<file path="src/rtl/sta_pkg.sv">
// ----------------------------------------------------------------------------
// sta_pkg: session table types
// Payload structs, operation codes, status codes and the token passed along
// the cell chain.
// ----------------------------------------------------------------------------
package sta_pkg;

    localparam int KEY_W    = 32;
    localparam int SRV_W    = 6;
    localparam int MASK_W   = 64;
    localparam int CNT_W    = 16;
    localparam int REM_W    = 9;
    localparam int STAT_W   = 2;
    localparam logic [CNT_W-1:0] RESET_TIMEOUT = 16'd30;

    typedef enum logic [1:0] {
        OP_LOOKUP = 2'd0,
        OP_INSERT = 2'd1,
        OP_TICK   = 2'd2,
        OP_NONE   = 2'd3
    } t_op;

    localparam logic [STAT_W-1:0] ST_OK   = 2'd0;
    localparam logic [STAT_W-1:0] ST_MISS = 2'd1;
    localparam logic [STAT_W-1:0] ST_DUP  = 2'd2;
    localparam logic [STAT_W-1:0] ST_FULL = 2'd3;

    typedef struct packed {
        logic [1:0]        operation;
        logic [KEY_W-1:0]  key;
        logic [SRV_W-1:0]  server_index;
        logic [MASK_W-1:0] alive_mask;
    } t_in_item;

    typedef struct packed {
        logic [STAT_W-1:0] status;
        logic [SRV_W-1:0]  found_server;
        logic [REM_W-1:0]  removed_count;
    } t_out_item;

    typedef struct packed {
        logic             active;
        logic             hit;
        logic [SRV_W-1:0] server;
        logic             free_seen;
        logic [REM_W-1:0] removed;
    } t_token;

endpackage

</file>
<file path="src/rtl/sta_cell.sv">
// ----------------------------------------------------------------------------
// sta_cell: one session table entry
// Holds one entry and updates it when the operation token passes, then hands
// the token to the next cell through a register, in the following cycle.
// ----------------------------------------------------------------------------
module sta_cell #(
    parameter int SERVER_COUNT = 64
) (
    input  logic                          i_clk,
    input  logic                          i_rst_n,
    input  sta_pkg::t_token               i_tok,
    output sta_pkg::t_token               o_tok,
    input  sta_pkg::t_in_item             i_item,
    input  logic [sta_pkg::CNT_W-1:0]     i_reload,
    input  logic                          i_commit
);
    import sta_pkg::*;

    logic             r_valid, n_valid;
    logic [KEY_W-1:0] r_key, n_key;
    logic [SRV_W-1:0] r_server, n_server;
    logic [CNT_W-1:0] r_cnt, n_cnt;
    logic             r_claim, n_claim;
    t_token           r_tok, n_tok;

    logic match, alive;
    t_op  op;

    assign op    = t_op'(i_item.operation);
    assign match = r_valid && (r_key == i_item.key);
    assign alive = ({1'b0, r_server} < (SRV_W+1)'(SERVER_COUNT))
                   && i_item.alive_mask[r_server];

    always_comb begin
        n_valid  = r_valid;
        n_key    = r_key;
        n_server = r_server;
        n_cnt    = r_cnt;
        n_claim  = r_claim;
        n_tok    = i_tok;
        if (i_tok.active) begin
            n_claim = 1'b0;
            unique case (op)
                OP_LOOKUP: begin
                    if (match) begin
                        n_tok.hit    = 1'b1;
                        n_tok.server = r_server;
                        n_cnt        = i_reload;
                    end
                end
                OP_INSERT: begin
                    if (match) begin
                        n_tok.hit = 1'b1;
                    end
                    n_claim         = !r_valid && !i_tok.free_seen;
                    n_tok.free_seen = i_tok.free_seen || !r_valid;
                end
                OP_TICK: begin
                    if (r_valid) begin
                        if (!alive || (r_cnt == '0)) begin
                            n_valid       = 1'b0;
                            n_tok.removed = i_tok.removed + REM_W'(i_tok.removed != '1);
                        end else begin
                            n_cnt = r_cnt - CNT_W'(1);
                        end
                    end
                end
                default: begin
                end
            endcase
        end
        if (i_commit && r_claim) begin
            n_valid  = 1'b1;
            n_key    = i_item.key;
            n_server = i_item.server_index;
            n_cnt    = i_reload;
            n_claim  = 1'b0;
        end
    end

    always_ff @(posedge i_clk) begin
        if (!i_rst_n) begin
            r_valid <= 1'b0;
            r_claim <= 1'b0;
            r_tok   <= '0;
        end else begin
            r_valid <= n_valid;
            r_claim <= n_claim;
            r_tok   <= n_tok;
        end
    end

    always_ff @(posedge i_clk) begin
        r_key    <= n_key;
        r_server <= n_server;
        r_cnt    <= n_cnt;
    end

    assign o_tok = r_tok;

endmodule

</file>
<file path="config.mk">
export PLATFORM = sky130hd
export DESIGN_NAME = sta_cell
export DESIGN_NICKNAME = d
export VERILOG_FILES = /design/src/rtl/sta_pkg.sv /design/src/rtl/sta_cell.sv
export SDC_FILE = /design/constraint.sdc
export NUM_CORES = 1
export LEC_CHECK = 0
export ABC_AREA = 1
export BUFFER_PORTS_ARGS = -buffer_cell sky130_fd_sc_hd__buf_2
export CAP_MARGIN = 10
export CORE_UTILIZATION = 55
export DETAILED_ROUTE_END_ITERATION = 8
export PLACE_DENSITY = 0.95
export REMOVE_ABC_BUFFERS = 1
export SYNTH_ARGS = -nofsm -noshare
export SYNTH_HDL_FRONTEND = slang
export SYNTH_SLANG_ARGS = --single-unit
</file>
<file path="constraint.sdc">
create_clock -name i_clk -period 4.5 [get_ports i_clk]
set_clock_uncertainty 0.1 [all_clocks]
set_input_delay 0.225 -clock i_clk [delete_from_list [all_inputs] [get_ports i_clk]]
set_output_delay 0.225 -clock i_clk [all_outputs]
set_load 0.01 [all_outputs]
</file>
Word level (Yosys, flattened, before mapping)
Cells that the tools add are included.
{"block": "totals", "wordCells": 60, "reg_bits": 74, "out_inout_bits": 18}
{"block": "classes", "mux": 23, "addsub": 2, "order_cmp": 1, "eq_ne": 7, "n_bitwise": 1, "n_reduce_logical": 16}
{"cell": "two-way mux 16 bit", "count": 5}
{"cell": "== test 32 bit", "count": 1}
{"cell": "case mux 16 bit (2 select lines)", "count": 1}
{"cell": "two-way mux 9 bit", "count": 3}
{"cell": "two-way mux 17 bit", "count": 1}
{"cell": "zero test 16 bit", "count": 1}
{"cell": "subtractor 16 x 1 -> 16 bit, second input constant", "count": 1}
{"cell": "adder 9 x 1 -> 9 bit", "count": 1}
{"cell": "two-way mux 1 bit", "count": 9}
{"cell": "!= test 3 bit, second input constant", "count": 3}
{"cell": "!= test 9 bit, second input constant", "count": 1}
{"cell": "< comparator 6 x 7 -> 1 bit, second input constant", "count": 1}
{"cell": "two-way mux 7 bit", "count": 1}
{"cell": "binary-select mux 1 bit (select 6 bit)", "count": 1}
{"cell": "two-way mux 6 bit", "count": 1}
{"cell": "AND reduction 5 bit", "count": 1}
{"cell": "nonzero test 2 bit", "count": 2}
{"cell": "logical AND 1 bit", "count": 3}
{"cell": "zero test 1 bit", "count": 3}
{"cell": "nonzero test 3 bit", "count": 1}
{"cell": "== test 2 x 1 -> 1 bit, second input constant", "count": 1}
{"cell": "== test 2 bit, second input constant", "count": 1}
{"cell": "zero test 2 bit", "count": 1}
{"cell": "logical OR 1 bit", "count": 2}
{"cell": "4 further kinds", "count": 4}

Depth between registers and ports, before layout
Gate-level depths: netlist of the first run.
{"block": "logic_depth", "ltp_word": 9, "mapped_depth": 16}

Worst setup path after synthesis of the first run
OpenSTA, ideal clock, no wires.
{"block": "synth_path", "path_kind": "register to register", "start": "register r_claim", "end": "register r_cnt[0], enable pin", "path_stages_with_launch": 6, "t_required_ns": 4.006, "arrival_ns": 2.598, "synth_period_minus_slack_ns": 3.092, "setup_slack_ns": 1.408, "cell_sequence": "dfxtp_1 > nand2_1 > inv_1 > nor2_1 > clkbuf_1 > a21oi_1"}
{"block": "synth_via", "elab_chain_len": 3}
{"element": "start, declared", "line_no": "sta_cell.sv:23", "text": "logic r_claim, n_claim;"}
{"element": "start signal, assigned", "line_no": "sta_cell.sv:88", "text": "r_claim <= n_claim;"}
{"element": "logical AND 1 bit (*)", "line_no": "sta_cell.sv:72", "text": "if (i_commit && r_claim) begin"}
{"element": "!= test 3 bit (no line) (tied with other cells)"}
{"element": "AND reduction 5 bit (no line) (*)"}
{"element": "end signal, assigned", "line_no": "sta_cell.sv:96", "text": "r_cnt <= n_cnt;"}
{"element": "end, declared", "line_no": "sta_cell.sv:22", "text": "logic [CNT_W-1:0] r_cnt, n_cnt;"}
Every way passes the cells marked *; elsewhere a longest branch is shown, timed or not.
A chain may end at the register's enable or synchronous reset.

Final worst setup path of the first run
{"block": "layout_path", "start": "register r_server[0]", "end": "register r_tok, in the netlist o_tok[0]"}
{"block": "layout_via", "elab_chain_len": 8}
{"element": "start, declared", "line_no": "sta_cell.sv:21", "text": "logic [SRV_W-1:0] r_server, n_server;"}
{"element": "start signal, assigned", "line_no": "sta_cell.sv:95", "text": "r_server <= n_server;"}
{"element": "binary-select mux 1 bit (select 6 bit)", "line_no": "sta_cell.sv:32", "text": "&& i_item.alive_mask[r_server];"}
{"element": "two-way mux 1 bit (not written as such)", "line_no": "sta_cell.sv:32"}
{"element": "zero test 1 bit", "line_no": "sta_cell.sv:60", "text": "if (!alive || (r_cnt == '0)) begin"}
{"element": "logical OR 1 bit", "line_no": "sta_cell.sv:60"}
{"element": "two-way mux 9 bit", "line_no": "sta_cell.sv:60"}
{"element": "two-way mux 9 bit", "line_no": "sta_cell.sv:59", "text": "if (r_valid) begin"}
{"element": "two-way mux 9 bit", "line_no": "sta_cell.sv:43", "text": "unique case (op)"}
{"element": "two-way mux 17 bit", "line_no": "sta_cell.sv:41", "text": "if (i_tok.active) begin"}
{"element": "end signal, assigned", "line_no": "sta_cell.sv:89", "text": "r_tok <= n_tok;"}
{"element": "end, declared", "line_no": "sta_cell.sv:24", "text": "t_token r_tok, n_tok;"}
Every way passes these cells. The select of a mux whose other input is x is not followed.

==> impl_results.md, run 1 <==
- Worst-path fanout max: 34
- Sequential share of the synthesized area: 44.3%
- CP arrival: 2930 ps
- Unique cell type count in the Yosys netlist: 29
- Port bufs: 158
- # diodes: 0
- Via count: roughly 5000
- Total gr overflow: 0
- EDFF count, synth: 54
- Setup repair after global routing missed its margin: no
- Sequential share of power: 50.5%
- Total leakage power: 2.96 nW
- Top post-synthesis cells by area: edfxtp_1 (36%), nand2_1 (15%), dfxtp_1 (8.8%), nand3_1 (8.2%), inv_1 (6.9%)
- Maximum VDD drop: 0.205 mV
- Count leader, synth: nand2_1
- Iter 0 DRT Violations: 350
- Drt pass-1 iters: 6
- Combinational share of power: 15.4%
- Post-route ant nets: 0
- Share of cells above drive strength 1: 24.0%
- Period utilization: 62.3%
- Max Clk Rate: 357 MHz
- Number of global-route vias before repair: 4765
- Yosys reg bits: 74
- Total CTS buffers: 9
- Largest net degree at the start of global routing: 41
- GRT Total Usage: a little under a third
- Post-cts sizing count: 0
- Final wirelength: 13.7 mm
- First-pass GRT wire length: 21.4 mm
- Critical path class: reg -> reg
- Clock root buffer master: clkbuf_8
- Chip width: 93.1 um
- Final Hold Viols: 0
- Mapped cell area: 0.00457 sq mm
- Setup TNS after final layout: 0 ps
- Slew Limit Fails: 0
- Status: finished, final reports clean
- Finish-stage setup viols: 0
- Psw: roughly 0.39 mW
- Starting Density: 57.9%
- Asr flop ratio synth: 0%
- Synth area leader: edfxtp_1
- Period minus WS final: 2800 ps
- Clock latency at the later pin of the worst-skew pair: 350 ps
- Setup Buffers After CTS: 0
- Vias/cell: 5.44
- TritonCTS sink count: 74
- Critical path endpoint category: flip-flop
- Post-synthesis instance total: 615
- Clock share of power: approximately 34%
- Pint: 1.12 mW
- Placed cell count: approximately 860
- Max-cap violations: 0
- Pwr Density: 254 mW/mm^2
- Synth warn: 0
- Yosys top cell area share: between 30 and 40%
- Area Overhead vs Synth: 30.3%
- Core Box Area: 0.00789 sq mm
- Die height: 93.1 um
- Mean Syn Cell Area: ~7.4 sq um
- Number of remaining DRC errors: 0
- CP Launch Type: flip-flop
- Fillcell total: 557
- Sw Ratio: 26.1%
- Max clock buf depth: 2
- H-tree Lvls: 3
- Commonest cells in the synthesized netlist: nand2_1 (181), inv_1 (84), nand3_1 (75), nor2_1 (65), edfxtp_1 (54)
- Initial antenna violation count: 0
- Gpl congestion: about 0.87
- Die area: 0.00867 sq mm
- Io pins: 159
- Fin Hold WS: between 15 and 20 ps
- Slew @ Worst Pin: approximately 1100 ps
- Top FF cell, synth: edfxtp_1
- Worst path required time: 4630 ps
- Non-filler cells, final: 915
- Clk slew on worst S/H paths: around 80 ps
- Max transition margin: 27.5%
- Wire per inst: 15.0 um
- Hold Path Class: in -> reg
- CTS tree: built
- Rows: 32
- Fin nets: 953
- Post-DP HPWL: 9.17 mm
==> kinds of logic after synthesis <==
logic type,after synthesis,share of synthesized area [%]
simple gates,374,35.8
mux,1,0.219
compound gates,34,3.78
flops,74,44.3
buf+inv,103,10.0
xor+xnor,25,4.79
fa+ha+maj,4,1.10
==> through the flow <==
step / worst slack, ps / total power, mW / utilization [%] / instance area, sq um
2_1_floorplan: 1320 / 0.868 / - / 4440
3_3_place_gp: 1890 / 0.969 / 68.3 / 5390
3_5_place_dp: 1770 / 0.976 / 68.3 / 5390
4_1_cts: 1750 / 1.50 / 75.4 / 5950
5_1_grt: 1460 / 1.56 / 75.4 / 5950
6_report: 1700 / 1.51 / 75.4 / 5950
==> what timing repair did <==
action | 4_1_cts | 5_1_grt
hold buffers | 37 | 0
endpoints found under the hold margin | 37 | 0
endpoints found under the setup margin | 0 | 0
==> placed cells by master, fill, tap and decap left out, types with 2 or more instances in the layout <==
cell type	count
buf_4	4
nor2_1	65
edfxtp_1	54
a31oi_1	2
dlygate4sd3_1	37
ha_1	4
clkbuf_8	9
xor2_1	14
nor3b_1	2
or2_2	11
nor4_1	9
nand3_1	75
xnor2_1	11
o21ai_0	23
dfxtp_1	20
inv_1	84
buf_2	158
nor3_2	2
nand4_1	19
nand2_1	181
clkinv_2	3
clkinv_4	2
nor3_1	7
a21oi_1	8
==> worst paths after layout <==
| kind | from | endpoint | slack [ps] | cells after the start |
|---|---|---|---|---|
| max | r_server[0]$_DFFE_PP_ | o_tok[0]$_SDFF_PN0_ | 1700 | 13 |
| min | i_tok[17] | o_tok[17]$_SDFF_PN0_ | 20 | 3 |
| max reg2reg | r_server[0]$_DFFE_PP_ | o_tok[0]$_SDFF_PN0_ | 1700 | 13 |
| min reg2reg | r_server[5]$_DFFE_PP_ | o_tok[15]$_SDFF_PN0_ | 460 | 2 |
==> power by group through the flow <==
stage	logic (mW)	registers (mW)	clock network, mW
CTS	0.224	0.763	0.512
global route	0.256	0.765	0.543
finish	0.233	0.764	0.517
floorplan	0.0872	0.781	0
detailed placement	0.197	0.778	0
global placement	0.191	0.778	0
==> sequential cells by signal, summed over array words and instances, names as in the netlist <==
register / cells
r_server: 6
r_key: 32
r_claim: 1
r_cnt: 16
r_valid: 1
o_tok: 18
==> critical path: stages (launching register included) <==
cell and delay, ps:
edfxtp_1 1080, inv_6 230, nand2_1 140, nand3_1 70, nand3_1 120, nand2_1 80
nand2_1 60, nand3_1 60, nand3_1 80, nand2_2 80, nand2_4 170, nand2_1 90
o21ai_0 230, nor2_1 80
==> final cells by class <==
type	count	area, sq um	share of cell area (%)
clock inverter	7	70.1	1.18
tap	102	128	2.14
timing repair buffer	199	1190	20.0
multi-input combinational	438	2090	35.1
sequential	74	2020	34.0
clock buffer	9	124	2.08
inverter	86	328	5.51
==> layer usage <==
metal,track usage (%),up-vias,wire [um]
met5,0,-,0
met4,21.5,0,684
met3,6.18,61,1130
met2,57.8,334,6910
met1,33.2,2204,5020
li1,-,2377,-
No activity file was read; power rests on OpenSTA's default activity.
==> run 2, diff against run 1 <==
Settings changed: CORE_UTILIZATION 55 to 46, PLACE_DENSITY 0.95 to 0.88.
Clock period 4.5 ns to 2.3 ns, I/O delays scaled along.
==> run 2 against run 1 <==
  * Via count up 0.86%
  * Largest power group unchanged
  * Critical path type is now in -> reg
  * Global-route usage down 6.6 points
  * Die area up 19%
  * Routed wire length up 0.77%
  * Non-clock buffer count up 35
  * Final cell count up 7.4%
  * Sequential share of layout area down 2.4 points
==> impl_results.md, run 2 (same netlist as run 1, synthesis figures left out) <==
- Status: finished, final reports clean
- Final wirelength: 13.9 mm
- WHS Path Cells: 3
- Post-route ant nets: 0
- Gpl congestion: ~0.94
- Place WS: 86.5 ps
- Worst-path fanout max: 4
- Largest net degree at the start of global routing: 41
- Slew @ Worst Pin: between 500 and 600 ps
- Hold Path Class: in -> reg
- First-pass GRT wire length: 20.0 mm
- Finish-stage setup viols: 0
- Wire per inst: between 10 and 15 um
- Number of global-route vias before repair: 4533
- Io pins: between 150 and 200
- Vias/cell: 5.11
- Area Overhead vs Synth: 40.4%
- Pwr Density: 446 mW/mm^2
- Clk slew on worst S/H paths: 70 ps
- Most flops, register: r_key
- Port bufs: 158
- Commonest non-fill, non-tap cell in the layout: nand2_1
- Die height: 102 um
- Critical path endpoint category: flip-flop
- Max transition margin: 64.9%
- Share of the core filled with cells: 66.2%
- Clock root buffer master: clkbuf_8
- Drt pass-1 iters: 6
- Core Box Area: 0.00968 sq mm
- GR peak layer: met2
- CTS tree: built
- Number of remaining DRC errors: 0
- Maximum VDD drop: 0.352 mV
- Post-DP HPWL: 9.17 mm
- GRT met1 Usage: 27.8%
- Final Hold Viols: 0
- Starting Density: 47.2%
- Most frequent cells in the layout: nand2_1 (180), buf_2 (157), inv_1 (84), nand3_1 (73), nor2_1 (62)
- Flop-to-flop setup slack: ~90 ps
- Period utilization: a little over nine tenths
- Final worst setup slack: roughly 58 ps
- Total gr overflow: 0
- Share of cells above drive strength 1: 25.4%
- Worst path required time: 2250 ps
- Via count: 5019
- Total CTS buffers: 9
- Max clock buf depth: 2
- Rows: 36
- Initial antenna violation count: 1
- TritonCTS sink count: 74
- Clock latency at the later pin of the worst-skew pair: 340 ps
- Met3 usage: 4.35%
- Total leakage power: 3.14 nW
- CP arrival: 2200 ps
- Largest register FFs: 32
- Critical R2R Launch: r_key[11]$_DFFE_PP_
- Iter 0 DRT Violations: 346
- Hold worst-path end: r_cnt[10]$_DFFE_PP_
- RR Endpoint: r_cnt[13]$_DFFE_PP_
- Hold Crit Start: i_reload[10]
- Critical path class: in -> reg
- Max Clk Rate: 446 MHz
- Chip width: between 100 and 150 um
- H-tree Lvls: 3
- Max-cap violations: 0
- Die area: approximately 0.010 sq mm
- Period minus WS final: 2240 ps
- GRT Total Usage: roughly a quarter
- Reg2Reg Depth: 12
- Fin nets: around 990
- Global-route met2 utilization: 46.7%
- Slew Limit Fails: 0
- CP Launch Type: input pin
[run 2: cell count changes in the layout (fill, tap and decap cells not counted), sizes merged]
cell,before,now
dlygate4sd3,37,61
buf,162,172
clkbuf,9,11
bufinv,1,0
clkinvlp,1,2
diode,0,1
[run 2: how the worst max path moves through the flow]
stage / start / end / slack (ps) / depth (start not counted)
floorplan: r_claim$_SDFFE_PP0P_ / r_cnt[0]$_DFFE_PP_ / -880 / 4
CTS: i_item[96] / r_cnt[9]$_DFFE_PP_ / 50 / 11
global route: r_key[11]$_DFFE_PP_ / r_cnt[11]$_DFFE_PP_ / -50 / 12
detailed placement: r_server[0]$_DFFE_PP_ / r_cnt[6]$_DFFE_PP_ / 90 / 12
global placement: r_server[0]$_DFFE_PP_ / r_cnt[5]$_DFFE_PP_ / 130 / 12
finish: i_item[79] / r_cnt[13]$_DFFE_PP_ / 60 / 14
[run 2: power breakdown]
group / switching [mW] / internal (mW)
Clock: 0.481 / 0.383
Combinational: 0.246 / 0.255
Sequential: 0.0207 / 1.47
Total: 0.748 / 2.11
[run 2: area by class of cell]
| cell class | count | area (sq um) |
|---|---|---|
| antenna | 1 | 2.50 |
| clock buffer | 10 | 128 |
| clock inverter | 6 | 33.8 |
| fill | 766 | 3270 |
| inverter | 86 | 335 |
| multi-input combinational | 438 | 2160 |
| sequential | 74 | 2020 |
| tap | 133 | 166 |
| timing repair buffer | 234 | 1560 |
| timing repair inverter | 1 | 8.76 |
[run 2: critical path, stage by stage]
cell and delay (ps):
dlygate4sd3_1 530, buf_2 140, inv_1 80, o21ai_1 60, nor2_1 130, nand4_1 140, nor2_2 150, nand4_1 120
nor2_2 170, nand2_1 60, nand3_1 80, nand2_2 70, a21oi_4 170, buf_4 170
[run 2: repair_timing]
action	in CTS	in global routing
endpoints found under the setup margin	0	24
hold buffers	61	0
setup buffers	0	3
gates resized for setup	0	26
hold endpoints to repair	63	0
[run 2: per-stage QoR]
step                      cells  total power [mW]  hold slack (ps)  TNS (ps)  cell area, sq um
after detailed placement    900              1.91              194         0              5490
after global placement      900              1.91              192         0              5490
after CTS                   977              2.84             1.70         0              6260
final                       983              2.86             8.36         0              6410
after floorplan             598              1.70              108    -16990              4440
after global routing        983              2.98             5.78      -564              6410
[run 2: metal layers]
metal  routed length (um)  up-vias
met4                  613        0
met5                    0        -
met3                 1130       57
li1                     -     2448
met2                 6840      304
met1                 5270     2210
==> run 3, diff against run 2 <==
Clock period 2.3 ns to 2 ns, I/O delays scaled along.
==> run 3 against run 2 <==
  * The flow now finishes with violations (setup timing)
  * Core utilization grew 10 points
  * Final cell count grew 5.0%
  * Sequential cell count is the same
  * Hold slack gained 26 ps
  * Via count grew 9.7%
  * Non-clock buffer count grew 50
  * Combinational power grew 38%
  * Count of clock-buffer cells in the layout shrank 1
==> impl_results.md, run 3 (same netlist as run 1, synthesis figures left out) <==
- Status: finished with violations
- Failing checks: setup timing
- Starting Density: a little under half
- Most used cell, CP: nand3_1
- Largest net degree at the start of global routing: 41
- TritonCTS sink count: 74
- CP peak stage delay: 390 ps
- Slew @ Worst Pin: between 500 and 600 ps
- Largest register FFs: 32
- CP Launch Type: flip-flop
- Chip width: 102 um
- Drt pass-1 iters: 6
- Die height: 102 um
- H-tree Lvls: 3
- Total leakage power: around 3.6 nW
- Max transition margin: 64.6%
- Post-route ant nets: 0
- Total CTS buffers: 9
- Most flops, register: r_key
- Via count: about 5500
- Period minus WS final: 2240 ps
- Vias/cell: 5.33
- Finish-stage setup viols: 34
- Post-DP HPWL: 9.26 mm
- Critical path class: reg -> reg
- Io pins: 159
- FF/Latch Area: around 0.0020 sq mm
- DP Area: 0.00571 sq mm
- Final worst setup slack: -241 ps
- Share of the core filled with cells: 76.3%
- First-pass GRT wire length: 22.6 mm
- Flop-to-flop setup slack: -240 ps
- Gpl congestion: 0.930
- Non-filler cells, final: 1032
- Final wirelength: 17.1 mm
- # diodes: 0
- Wire per inst: 16.6 um
- Core Box Area: ~0.0097 sq mm
- Share of cells above drive strength 1: 37.9%
- Hold Path Class: in -> reg
- Clock root buffer master: clkbuf_8
- Clock latency at the later pin of the worst-skew pair: 350 ps
- Multi-input gate area in the final layout: 0.00256 sq mm
- Maximum VDD drop: 0.472 mV
- CP arrival: roughly 2200 ps
- Most frequent cells in the layout: buf_2 (158), nand2_1 (148), inv_1 (81), dlygate4sd3_1 (71), edfxtp_1 (54)
- Max clock buf depth: 2
- Placed cell count: 927
- GRT Total Usage: approximately 28%
- Iter 0 DRT Violations: 460
- Port bufs: 158
- Setup repair after global routing missed its margin: yes
- CP top delay family: simple AND/OR/NAND/NOR gates
- Clk slew on worst S/H paths: 90 ps
- Critical path endpoint category: flip-flop
- Crit-path cells: buf_12 -> clkbuf_16 -> nand2_1 -> nand3_1 -> nand3_1 -> nand2_1 -> nand2_1 -> nand3_1 -> nand3_1 -> nand2_2 -> nand3_2 -> a21oi_4 -> buf_6
- Total gr overflow: 0
- Fillcell total: roughly 590
- Slew Limit Fails: 0
- Pwr Density: between 500 and 600 mW/mm^2
- WP buf/inv: 3
- Slowest stage cell, crit path: edfxtp_1
- Commonest non-fill, non-tap cell in the layout: buf_2
- Final instance area: 0.00739 sq mm
- Setup TNS after final layout: -4550 ps
- Fin nets: 1040
- Period utilization: 112%
- CTS tree: built
- Worst-path fanout max: 7
- Die area: 0.0103 sq mm
- Final Hold Viols: 0
- Place WS: -196 ps
- Max-cap violations: 0
- Number of global-route vias before repair: slightly below 5000
- Initial antenna violation count: 0
- Max Clk Rate: 446 MHz
- Area Overhead vs Synth: 61.7%
- Worst path required time: 1960 ps
- Number of remaining DRC errors: 0
- Rows: 36
run 3: worst register-to-register path, delay by kind of cell, from the launching register on:
| kind | cells | cell delay [ps] |
|---|---|---|
| simple gates | 9 | 720 |
| buf+inv | 3 | 550 |
| flops | 1 | 390 |
| compound gates | 1 | 190 |
run 3: path summary, 6_finish.rpt:
path	from	endpoint	depth (start not counted)
setup / recovery	r_server[0]$_DFFE_PP_	r_cnt[1]$_DFFE_PP_	13
hold / removal	i_item[103]	o_tok[16]$_SDFF_PN0_	4
setup reg to reg	r_server[0]$_DFFE_PP_	r_cnt[1]$_DFFE_PP_	13
hold reg to reg	r_server[5]$_DFFE_PP_	o_tok[15]$_SDFF_PN0_	2
run 3: report_power, final:
part,internal (mW),switching (mW)
Sequential,1.69,0.0286
Clock,0.829,0.589
Combinational,0.347,0.342
Total,2.87,0.959
run 3: final cells by class:
| cell class | instances | share of cell area [%] |
|---|---|---|
| Inverter | 86 | 4.57 |
| Multi-Input combinational cell | 439 | 34.6 |
| Timing Repair inverter | 1 | 0.220 |
| Sequential cell | 74 | 27.4 |
| Clock buffer | 9 | 1.68 |
| Clock inverter | 6 | 1.56 |
| Timing Repair Buffer | 284 | 27.7 |
| Tap cell | 133 | 2.25 |
run 3: what timing repair did:
item,CTS,global route
gates cloned,4,2
setup endpoints to repair,21,37
hold buffers,71,0
buffers inserted,3,10
hold endpoints to repair,72,0
resized for setup,24,118
pin swaps,8,37
run 3: routing by layer:
| layer | GRT usage (%) | up-vias | part of all wire (%) |
|---|---|---|---|
| met5 | 0 | - | 0 |
| met3 | 4.14 | 79 | 7.4 |
| met1 | 32.9 | 2511 | 37 |
| met4 | 14.5 | 0 | 4.8 |
| met2 | 51.2 | 362 | 50 |
| li1 | - | 2553 | - |
run 3: metrics by stage:
stage | hold slack [ps] | power (mW)
floorplan | 93.5 | 1.95
global placement | 177 | 2.21
detailed placement | 179 | 2.22
CTS | 4.67 | 3.73
global route | 42.2 | 3.96
finish | 34.6 | 3.83
